## src/design/rlespr_pkg.sv

```systemverilog
// Shared types, constants and the pixel remap function for the run-length sprite pixel format converter.
// No dependencies.
package rlespr_pkg;

    // Parse phase within a sprite line
    typedef enum logic [1:0] {
        PH_HEADER = 2'd0,
        PH_SKIP   = 2'd1,
        PH_COUNT  = 2'd2,
        PH_PIXEL  = 2'd3
    } t_phase;

    // Pixel remap modes; the two codes above the pass code also pass
    typedef enum logic [2:0] {
        MODE_555_OPAQUE = 3'd0,
        MODE_555_PLAIN  = 3'd1,
        MODE_GREEN_LSB  = 3'd2,
        MODE_SHADOW     = 3'd3,
        MODE_555_TO_565 = 3'd4,
        MODE_PASS       = 3'd5
    } t_mode;

    // Configuration register indexes
    localparam logic [1:0] REG_CONVERT_MODE = 2'd0;
    localparam logic [1:0] REG_LINE_COUNT   = 2'd1;

    localparam int WORD_W = 16;
    localparam int CFG_INDEX_W = 2;

    typedef logic [WORD_W-1:0] t_word;

    // Bit masks of the remaps
    localparam t_word MASK_565_RB_HI = 16'hffc0;
    localparam t_word MASK_BLUE      = 16'h001f;
    localparam t_word BIT_OPAQUE     = 16'h8000;
    localparam t_word MASK_555_RG    = 16'h7fe0;
    localparam t_word BIT_GREEN_LSB  = 16'h0020;

    // Remap one pixel word by mode
    function automatic t_word remap_pixel(input t_mode mode, input t_word w);
        t_word r;
        case (mode)
            MODE_555_OPAQUE: r = ((w & MASK_565_RB_HI) >> 1) | (w & MASK_BLUE) | BIT_OPAQUE;
            MODE_555_PLAIN:  r = ((w & MASK_565_RB_HI) >> 1) | (w & MASK_BLUE);
            MODE_GREEN_LSB:  r = w | BIT_GREEN_LSB;
            MODE_SHADOW:     r = '0;
            MODE_555_TO_565: r = ((w & MASK_555_RG) << 1) | (w & MASK_BLUE);
            default:         r = w;
        endcase
        return r;
    endfunction

endpackage

```

## src/design/rle_sprite_pixel_format_converter.sv

```systemverilog
// Top level of the run-length sprite pixel format converter: parser, remap
// and result register. Depends on rlespr_pkg.
//
// Usage:
//   Input channel (i_in_valid / o_in_stall) carries one 16-bit sprite word
//   and a first-word flag per item. The first word of a sprite must carry
//   i_first_word = 1; it starts a new parse with line_count lines.
//   Output channel (o_out_valid / i_out_stall) carries one result item per
//   input item: the word (remapped if it is a pixel), a pixel flag, an
//   end-of-sprite flag on the word that completes the last line, and an
//   overrun flag for words arriving when no sprite is in progress.
//   Configuration channel (i_cfg_valid / o_cfg_ready) writes convert_mode
//   (index 0) and line_count (index 1); other indexes are ignored. Write it
//   only while the block is idle. o_cfg_ready is always high.
//   The result of an item is valid in the cycle after it is accepted.
//   Throughput is one item per cycle, set by the single result register:
//   the block takes a new item whenever that register is empty or is
//   being emptied in the same cycle.
//   When the receiver stalls with a result pending, o_in_stall rises and the
//   pending result holds unchanged.
//   Reset clears both registers, empties the result register and leaves the
//   parser idle, so words before the first sprite come out as overruns.
module rle_sprite_pixel_format_converter (
    input  logic                                  i_clk,
    input  logic                                  i_rst_n,
    // Input channel
    input  logic                                  i_in_valid,
    output logic                                  o_in_stall,
    input  logic [rlespr_pkg::WORD_W-1:0]         i_in_word,
    input  logic                                  i_first_word,
    // Output channel
    output logic                                  o_out_valid,
    input  logic                                  i_out_stall,
    output logic [rlespr_pkg::WORD_W-1:0]         o_out_word,
    output logic                                  o_is_pixel,
    output logic                                  o_sprite_end,
    output logic                                  o_overrun,
    // Configuration channel
    input  logic                                  i_cfg_valid,
    output logic                                  o_cfg_ready,
    input  logic [rlespr_pkg::CFG_INDEX_W-1:0]    i_cfg_index,
    input  logic [rlespr_pkg::WORD_W-1:0]         i_cfg_data
);
    import rlespr_pkg::*;

    // Configuration registers
    t_mode  r_mode;
    t_word  r_line_count;

    // Parser state
    t_phase r_phase, n_phase;
    t_word  r_lines_left, n_lines_left;
    t_word  r_nodes_left, n_nodes_left;
    t_word  r_pixels_left, n_pixels_left;
    logic   r_done, n_done;

    // Result register
    logic   r_out_valid;
    t_word  r_out_word, n_out_word;
    logic   r_is_pixel, n_is_pixel;
    logic   r_sprite_end, n_sprite_end;
    logic   r_overrun, n_overrun;

    // Parser state after a possible restart
    t_phase s_phase;
    t_word  s_lines_left;
    t_word  s_nodes_left;
    t_word  s_pixels_left;
    logic   s_done;

    logic   in_accept;
    logic   node_finish;
    logic   line_finish;

    assign o_cfg_ready = 1'b1;
    assign o_in_stall  = r_out_valid && i_out_stall;
    assign in_accept   = i_in_valid && !o_in_stall;

    // Write configuration registers
    always_ff @(posedge i_clk) begin
        if (!i_rst_n) begin
            r_mode       <= MODE_555_OPAQUE;
            r_line_count <= '0;
        end else if (i_cfg_valid) begin
            case (i_cfg_index)
                REG_CONVERT_MODE: r_mode <= t_mode'(i_cfg_data[2:0]);
                REG_LINE_COUNT:   r_line_count <= i_cfg_data;
                default: ;
            endcase
        end
    end

    // Apply a restart before parsing the word
    always_comb begin
        if (i_first_word) begin
            s_phase       = PH_HEADER;
            s_lines_left  = r_line_count;
            s_nodes_left  = '0;
            s_pixels_left = '0;
            s_done        = (r_line_count == '0);
        end else begin
            s_phase       = r_phase;
            s_lines_left  = r_lines_left;
            s_nodes_left  = r_nodes_left;
            s_pixels_left = r_pixels_left;
            s_done        = r_done;
        end
    end

    // Parse the word and remap pixels
    always_comb begin
        n_phase       = s_phase;
        n_lines_left  = s_lines_left;
        n_nodes_left  = s_nodes_left;
        n_pixels_left = s_pixels_left;
        n_done        = s_done;
        n_out_word    = i_in_word;
        n_is_pixel    = 1'b0;
        n_overrun     = 1'b0;
        node_finish   = 1'b0;
        line_finish   = 1'b0;

        if (s_done) begin
            n_overrun = 1'b1;
        end else begin
            case (s_phase)
                PH_HEADER: begin
                    if (i_in_word == '0) begin
                        line_finish = 1'b1;
                    end else begin
                        n_nodes_left = i_in_word;
                        n_phase      = PH_SKIP;
                    end
                end
                PH_SKIP: begin
                    n_phase = PH_COUNT;
                end
                PH_COUNT: begin
                    if (i_in_word == '0) begin
                        node_finish = 1'b1;
                    end else begin
                        n_pixels_left = i_in_word;
                        n_phase       = PH_PIXEL;
                    end
                end
                default: begin
                    n_out_word    = remap_pixel(r_mode, i_in_word);
                    n_is_pixel    = 1'b1;
                    n_pixels_left = s_pixels_left - 1'b1;
                    node_finish   = (s_pixels_left == t_word'(1));
                end
            endcase

            // Close a node; its last one closes the line
            if (node_finish) begin
                n_nodes_left = s_nodes_left - 1'b1;
                if (s_nodes_left == t_word'(1)) begin
                    line_finish = 1'b1;
                end else begin
                    n_phase = PH_SKIP;
                end
            end

            // Close a line; its last one ends the sprite
            if (line_finish) begin
                n_phase      = PH_HEADER;
                n_lines_left = s_lines_left - 1'b1;
                if (s_lines_left == t_word'(1)) begin
                    n_done = 1'b1;
                end
            end
        end

        n_sprite_end = line_finish && (s_lines_left == t_word'(1));
    end

    // Advance parser state on each accepted item
    always_ff @(posedge i_clk) begin
        if (!i_rst_n) begin
            r_phase       <= PH_HEADER;
            r_lines_left  <= '0;
            r_nodes_left  <= '0;
            r_pixels_left <= '0;
            r_done        <= 1'b1;
        end else if (in_accept) begin
            r_phase       <= n_phase;
            r_lines_left  <= n_lines_left;
            r_nodes_left  <= n_nodes_left;
            r_pixels_left <= n_pixels_left;
            r_done        <= n_done;
        end
    end

    // Hold or load the result register
    always_ff @(posedge i_clk) begin
        if (!i_rst_n) begin
            r_out_valid <= 1'b0;
        end else if (in_accept) begin
            r_out_valid <= 1'b1;
        end else if (!i_out_stall) begin
            r_out_valid <= 1'b0;
        end
    end

    always_ff @(posedge i_clk) begin
        if (in_accept) begin
            r_out_word   <= n_out_word;
            r_is_pixel   <= n_is_pixel;
            r_sprite_end <= n_sprite_end;
            r_overrun    <= n_overrun;
        end
    end

    assign o_out_valid  = r_out_valid;
    assign o_out_word   = r_out_word;
    assign o_is_pixel   = r_is_pixel;
    assign o_sprite_end = r_sprite_end;
    assign o_overrun    = r_overrun;

endmodule
```

## config.mk

```make
export PLATFORM = sky130hd
export DESIGN_NAME = rle_sprite_pixel_format_converter
export DESIGN_NICKNAME = d
export VERILOG_FILES = /design/src/design/rlespr_pkg.sv /design/src/design/rle_sprite_pixel_format_converter.sv
export SDC_FILE = /design/constraint.sdc
export NUM_CORES = 1
export LEC_CHECK = 0
export ABC_AREA = 1
export BUFFER_PORTS_ARGS = -buffer_cell sky130_fd_sc_hd__buf_2
export CAP_MARGIN = 20
export CORE_MARGIN = 2
export CORE_UTILIZATION = 33
export DETAILED_ROUTE_END_ITERATION = 6
export SLEW_MARGIN = 20
export SYNTH_ARGS = -nofsm -noshare
export SYNTH_HDL_FRONTEND = slang
export SYNTH_SLANG_ARGS = --single-unit
```

## constraint.sdc

```tcl
create_clock -name i_clk -period 2.3 [get_ports i_clk]
set_input_delay 0.115 -clock i_clk [delete_from_list [all_inputs] [get_ports i_clk]]
set_output_delay 0.115 -clock i_clk [all_outputs]
set_load 0.05 [all_outputs]
```

==> reports/qor.txt, run 1 <==
================================================================================
Latest clock arrival within the worst-skew pair                          0.35 ns
Total length of routed wires                                            18200 µm
Largest net degree at the start of global routing                             77
Peak supply drop                                                          357 µV
Combinational share of power                                               0.237
Crit path max-delay cell type                                       sky130_fd_sc_hd__dfxtp_1
Iteration-0 DRC Markers                                                      523
Kind of critical path                                               flop to flop
Post-Synthesis Cell Area                                                6000 µm²
Layout cell share with drive strength beyond 1                             0.136
Yosys warnings                                                                 0
Cell internal pwr                                                        2.86 mW
I/O Buffers                                                                   60
Area of the core                                                       17900 µm²
Horizontal die dimension                                                  139 µm
Post-Synthesis Mean Instance Area                                       6.31 µm²
Cell at the root of the clock tree                                  sky130_fd_sc_hd__clkbuf_16
Global placer's final weighted congestion                                  0.874
Worst setup SP type                                                         flop
Critical Path Max Stage Delay                                            0.32 ns
Flop2flop setup slack                                                    0.31 ns
Final HPWL from detailed placement                                      13000 µm
Top-level I/O count                                                           62
Worst hold slack across all endpoints                                  0.0315 ns
Clock transition at the registers of the reported paths                  0.06 ns
Post-CTS resize count                                                          0
Worst reg2reg endpoint                                              r_lines_left[8]
Total count of max-transition violations in the final report                   0
Vias after detailed routing                                                 6387
Count of nets after finishing                                               1050
Hold Fails Final Rpt                                                           0
Final setup violation count                                                    0
Worst EP arrival                                                         2.27 ns
Routed length per placed instance                                        14.7 µm
Net Sw Power                                                             1.41 mW
Seq cells post-synth                                                          90
Fmax                                                                   0.503 GHz
H-tree levels                                                                  3
Global route overflow                                                          0
Required time of the critical path                                       2.59 ns
Beginning of the worst register-to-register path                    r_line_count[0]
Slew Limit Headroom                                                        0.547
Initial cell density of the core                                           0.335
Overall die area                                                       19300 µm²
Slew @ Worst Pin                                                        0.679 ns
Crit path setup slack, layout                                           0.312 ns
Top_reg_cell synth                                                  sky130_fd_sc_hd__dfxtp_1
Result of the run                                                   finished clean
Post-CTS setup repair buffer count                                             0
Synthesized netlist cell count                                               951
Post-synth net total                                                         994
Crit. End Element                                                           flop
DR pass1 iterations                                                            5
Max-Cap Viols                                                                  0
Capture point of the critical path                                  r_lines_left[8]
Count of nets left with antenna violations after detail routing                0
Startpoint of the most critical setup path                          r_line_count[0]
Placement row count                                                           49
Worst-path maximum fanout                                                      4
Aggregate global-route resource usage                                      0.191
Number of global-route vias before repair                                   6030
Per-cell via count in the routed design                                     5.15
Number of antenna violations at the first check in global routing              0
TritonCTS clock tree                                                         yes
Post-synth EDFFs                                                              19
Cells along the critical path                                       inv_1 > nand2_1 > o21a_1 > inv_1 > ha_1 > inv_1 > nor3_2 > nand2_1 > nor2_1 > nand2_1 > o21ai_1 > nand2_1 > a21oi_1
Area growth from synthesis to layout                                       14.7%
Sequential share of power                                                  0.419
Switching part of the total                                                0.330
Cts-stage hold buffer count                                                    0
Fraction of power consumed by the clock network                            0.344
Post-Place Worst Slack                                                  0.167 ns
Number of different library cells in the post-synthesis netlist               41
Fraction of the yosys area taken by sequential cells                       0.332
Aggregate negative setup slack                                              0 ns
CP dominant cell by count                                           sky130_fd_sc_hd__nand2_1
Number of inserted diodes                                                      0
Setup repair after global routing missed its margin                        false
Crit path time final                                                     1.99 ns
Max Root-Sink Buffers                                                          2
Async set-or-reset flop fraction in the synthesized netlist                    0
Die height                                                                139 µm
DRC Markers                                                                    0
Leakage power summed over all cells                                      3.13 nW
R2R depth                                                                     13
Post-route clock skew                                                 0.00657 ns
Final critical-path share of the clock period                              0.864
Path category of the worst min-delay check                          primary input to flop
CTS sink cnt                                                                  90
Power Dens Cells                                                      619 nW/µm²
Total CTS buffers                                                              9
Wire length of the first global-routing pass                            29900 µm
================================================================================
## sequential cells by signal, summed over array words and instances (netlist names), 2 cells and up
register / cells
r_pixels_left: 16
r_nodes_left: 16
r_phase: 2
r_mode: 3
r_lines_left: 16
o_out_word: 16
r_line_count: 16
## power groups by stage
stage	Combinational (mW)	Clock [mW]	Sequential, mW
floorplan	0.662	0	1.88
global placement	1.00	0	1.82
detailed placement	1.00	0	1.82
CTS	1.01	1.52	1.78
global route	1.14	1.57	1.80
finish	1.01	1.47	1.79
## cells by family after synthesis
family / after synthesis / synth area share
AOI/OAI and AO/OA: 288 / 0.251
DFF: 90 / 0.332
and+or+nand+nor: 411 / 0.293
adders and majority gates: 3 / 0.00626
other: 1 / 0.000625
buffers and inverters: 152 / 0.108
xor gates and xnor gates: 6 / 0.00876
## worst max-delay path: cells and delay by family, from the launching register on
kind / cells / cell delay, ns
and+or+nand+nor: 6 / 0.73
AOI/OAI and AO/OA: 3 / 0.41
DFF: 1 / 0.32
buffers and inverters: 3 / 0.24
adders and majority gates: 1 / 0.21
## cells in the final DEF, fill, tap and decap left out, types with 15 or more instances in the layout
master and count:
sky130_fd_sc_hd__o22ai_1 15, sky130_fd_sc_hd__dfxtp_1 71, sky130_fd_sc_hd__buf_4 26, sky130_fd_sc_hd__nand2_1 231
sky130_fd_sc_hd__nor2_1 79, sky130_fd_sc_hd__buf_2 60, sky130_fd_sc_hd__o21ai_0 124, sky130_fd_sc_hd__o21ai_1 22
sky130_fd_sc_hd__inv_1 101, sky130_fd_sc_hd__nand3_1 58, sky130_fd_sc_hd__edfxtp_1 19, sky130_fd_sc_hd__a21oi_1 106
## synthesized netlist by cell type (all sizes together) (3+ instances only)
cell type,instances,area share
nand4,9,0.0094
o22ai,15,0.016
xor2,4,0.0058
nor3,6,0.0058
nand2,241,0.16
buf,19,0.025
inv,108,0.068
nor2,89,0.062
dfxtp,71,0.24
o211ai,5,0.0063
a21oi,106,0.088
clkbuf,24,0.015
ha,3,0.0063
a31oi,7,0.0073
o21ai,150,0.13
edfxtp,19,0.095
nand3,60,0.052
## through the flow
| stage | instances | utilization | power [mW] | cell area [µm²] |
|---|---|---|---|---|
| final | 1241 | 0.384 | 4.26 | 6880 |
| after global routing | 1241 | 0.384 | 4.50 | 6880 |
| after CTS | 1241 | 0.384 | 4.31 | 6880 |
| after detailed placement | 1225 | 0.368 | 2.82 | 6590 |
| after global placement | 1225 | 0.368 | 2.82 | 6590 |
| after floorplan | 951 | - | 2.54 | 6000 |
## how the worst min path moves through the flow
stage | from | to | slack (ns) | depth (start not counted)
floorplan | i_rst_n | r_nodes_left[11] | 0.25 | 2
global placement | i_cfg_data[4] | r_line_count[4] | 0.39 | 3
detailed placement | i_cfg_data[4] | r_line_count[4] | 0.40 | 3
CTS | i_out_stall | o_out_valid | 0.02 | 3
global route | i_out_stall | o_out_valid | 0.04 | 3
finish | i_out_stall | o_out_valid | 0.03 | 3
## routing by layer
layer	global-route usage	vias to the layer above	routed length, µm
met3	0.0459	40	1100
met1	0.238	2886	8240
li1	-	3272	-
met5	0	-	0
met4	0.0766	0	512
met2	0.318	189	8390
## area by class of cell
cell class | instances | area [µm²]
clock buffer | 13 | 270
clock inverter | 3 | 21.3
fill | 1994 | 11000
inverter | 109 | 412
multi-input combinational | 709 | 3370
sequential | 90 | 1990
tap | 229 | 287
timing repair buffer | 88 | 536
Power figures use the tool's default switching activity.
==> inputs of run 2 (changes only) <==
--- a/config.mk
+++ b/config.mk
@@ -7,10 +7,12 @@
 export LEC_CHECK = 0
 export ABC_AREA = 1
 export BUFFER_PORTS_ARGS = -buffer_cell sky130_fd_sc_hd__buf_2
-export CAP_MARGIN = 20
+export CELL_PAD_IN_SITES_DETAIL_PLACEMENT = 1
+export CELL_PAD_IN_SITES_GLOBAL_PLACEMENT = 1
 export CORE_MARGIN = 2
 export CORE_UTILIZATION = 33
 export DETAILED_ROUTE_END_ITERATION = 6
+export PLACE_DENSITY_LB_ADDON = 0.1
 export SLEW_MARGIN = 20
 export SYNTH_ARGS = -nofsm -noshare
 export SYNTH_HDL_FRONTEND = slang
==> reports/qor.txt, run 2 (synthesis results as in run 1) <==
================================================================================
Routed length per placed instance                                        16.7 µm   was 14.7 µm
Count of filler cells inserted in the layout                                2394   was 1994
Slew Limit Headroom                                                        0.460   was 0.547
Final HPWL from detailed placement                                      15500 µm   was 13000 µm
Hold Fails Final Rpt                                                           0   unchanged
Post-CTS setup repair buffer count                                             0   unchanged
Vias after detailed routing                                                 6503   was 6387
Worst setup SP type                                                         flop   unchanged
Overall die area                                                       19300 µm²   unchanged
Worst-path maximum fanout                                                      4   unchanged
Die height                                                                139 µm   unchanged
Post-route clock skew                                                 0.00755 ns   was 0.00657 ns
I/O Buffers                                                                   60   unchanged
Required time of the critical path                                       2.59 ns   about the same
Count of nets left with antenna violations after detail routing                0   unchanged
Iteration-0 DRC Markers                                                      352   was 523
Peak supply drop                                                          395 µV   was 357 µV
Number of antenna violations at the first check in global routing              0   unchanged
Final critical-path share of the clock period                              0.873   was 0.864
Leakage power summed over all cells                                      3.16 nW   was 3.13 nW
Wire length of the first global-routing pass                            34000 µm   was 29900 µm
Kind of critical path                                               flop to flop   unchanged
Global route overflow                                                          0   unchanged
Cell at the root of the clock tree                                  sky130_fd_sc_hd__clkbuf_16   unchanged
Area of the core                                                       17900 µm²   unchanged
Horizontal die dimension                                                  139 µm   unchanged
Clock transition at the registers of the reported paths                  0.07 ns   was 0.06 ns
H-tree levels                                                                  3   unchanged
Post-Place Worst Slack                                                  0.171 ns   was 0.167 ns
Aggregate global-route resource usage                                      0.217   was 0.191
Layout cell share with drive strength beyond 1                             0.138   was 0.136
Total CTS buffers                                                              9   unchanged
Largest net degree at the start of global routing                             37   was 77
Crit path setup slack, layout                                           0.293 ns   was 0.312 ns
DR pass1 iterations                                                            4   was 5
Aggregate negative setup slack                                              0 ns   unchanged
Result of the run                                                   finished clean   unchanged
Count of nets after finishing                                               1051   was 1050
CP dominant cell by count                                           sky130_fd_sc_hd__nand2_1   unchanged
Fmax                                                                   0.498 GHz   was 0.503 GHz
Critical Path Max Stage Delay                                            0.31 ns   was 0.32 ns
DRC Markers                                                                    0   unchanged
Slew @ Worst Pin                                                        0.807 ns   was 0.679 ns
Cells along the critical path                                       inv_1 > nand2_1 > o21a_1 > inv_1 > ha_1 > inv_1 > nor3_2 > nand2_1 > nor2_1 > nand2_1 > o21ai_1 > nand2_1 > a21oi_1   unchanged
Total length of routed wires                                            20700 µm   was 18200 µm
Crit. End Element                                                           flop   unchanged
Cell family with the largest share of critical-path delay           simple AND/OR/NAND/NOR gates   unchanged
Setup repair after global routing missed its margin                        false   unchanged
Latest clock arrival within the worst-skew pair                          0.36 ns   was 0.35 ns
Per-cell via count in the routed design                                     5.24   was 5.15
Commonest non-fill, non-tap cells in the layout                     sky130_fd_sc_hd__nand2_1, sky130_fd_sc_hd__o21ai_0, sky130_fd_sc_hd__a21oi_1, sky130_fd_sc_hd__inv_1, sky130_fd_sc_hd__nor2_1   unchanged
Top-level I/O count                                                           62   unchanged
Cts-stage hold buffer count                                                    0   unchanged
Number of inserted diodes                                                      0   unchanged
Global placer's final weighted congestion                                  0.878   was 0.874
Worst path bufs/invs                                                           3   unchanged
Max Root-Sink Buffers                                                          2   unchanged
Max-Cap Viols                                                                  0   unchanged
Initial cell density of the core                                           0.335   unchanged
Path category of the worst min-delay check                          primary input to flop   unchanged
Area growth from synthesis to layout                                       15.3%   was 14.7%
Worst EP arrival                                                         2.29 ns   was 2.27 ns
Post-CTS resize count                                                          0   unchanged
Number of global-route vias before repair                                   6462   was 6030
Total count of max-transition violations in the final report                   0   unchanged
Commonest non-fill, non-tap cell in the layout                      sky130_fd_sc_hd__nand2_1   unchanged
Crit path max-delay cell type                                       sky130_fd_sc_hd__dfxtp_1   unchanged
Placement row count                                                           49   unchanged
Crit path time final                                                     2.01 ns   was 1.99 ns
Final setup violation count                                                    0   unchanged
CTS sink cnt                                                                  90   unchanged
TritonCTS clock tree                                                         yes   unchanged
Power Dens Cells                                                      639 nW/µm²   was 619 nW/µm²
================================================================================
==> run 2: changes by cell type in the layout (fill, tap and decap cells not counted), sizes merged <==
cell,change
bufinv,+1
inv,+3
clkbuf,-3
clkinvlp,-2
buf,+1
clkinv,+1
==> run 2: path summary, 6_finish.rpt <==
kind                    startpoint               end  slack (ns)  cells past startpoint
setup reg to reg   r_line_count[0]   r_lines_left[8]        0.29                     13
hold reg to reg   r_line_count[13]  r_line_count[13]        0.47                      2
setup / recovery   r_line_count[0]   r_lines_left[8]        0.29                     13
hold / removal       i_cfg_data[9]   r_line_count[9]        0.04                      3
==> run 2: stage by stage <==
step / utilization / area (µm²) / hold WS (ns) / cells / total power [mW]
3_5_place_dp: 0.369 / 6610 / 0.400 / 1226 / 2.87
4_1_cts: 0.386 / 6920 / 0.0246 / 1242 / 4.47
3_3_place_gp: 0.369 / 6610 / 0.401 / 1226 / 2.86
2_1_floorplan: - / 6000 / 0.253 / 951 / 2.54
6_report: 0.386 / 6920 / 0.0360 / 1242 / 4.42
5_1_grt: 0.386 / 6920 / 0.0344 / 1242 / 4.66
==> run 2: power by group <==
group          internal, mW  switching [mW]  leakage, nW
Clock                 0.885           0.706        0.154
Sequential             1.72          0.0660        0.769
Combinational         0.318           0.727         2.23
Total                  2.92            1.50         3.16
==> run 2: worst register-to-register path: cells and delay by family, from the launching register on <==
kind | cells | cell delay, ns
AOI/OAI and AO/OA | 3 | 0.41
adders and majority gates | 1 | 0.19
buffers and inverters | 3 | 0.25
DFF | 1 | 0.31
and+or+nand+nor | 6 | 0.78
==> run 2: metal layers <==
layer,vias to the layer above,share of wire,GRT usage
met2,108,0.47,0.364
met3,21,0.029,0.0273
li1,3273,-,-
met5,-,0,0
met1,3101,0.48,0.292
met4,0,0.017,0.0686
==> run 2: area by class of cell <==
cell class | instances | area, µm² | area share
clock inverters | 6 | 68.8 | 0.00995
well taps | 229 | 287 | 0.0414
repair buffers | 89 | 556 | 0.0803
multi-input cells | 709 | 3370 | 0.486
inverters | 109 | 412 | 0.0595
flip-flops and latches | 90 | 1990 | 0.288
clock buffers | 10 | 239 | 0.0345
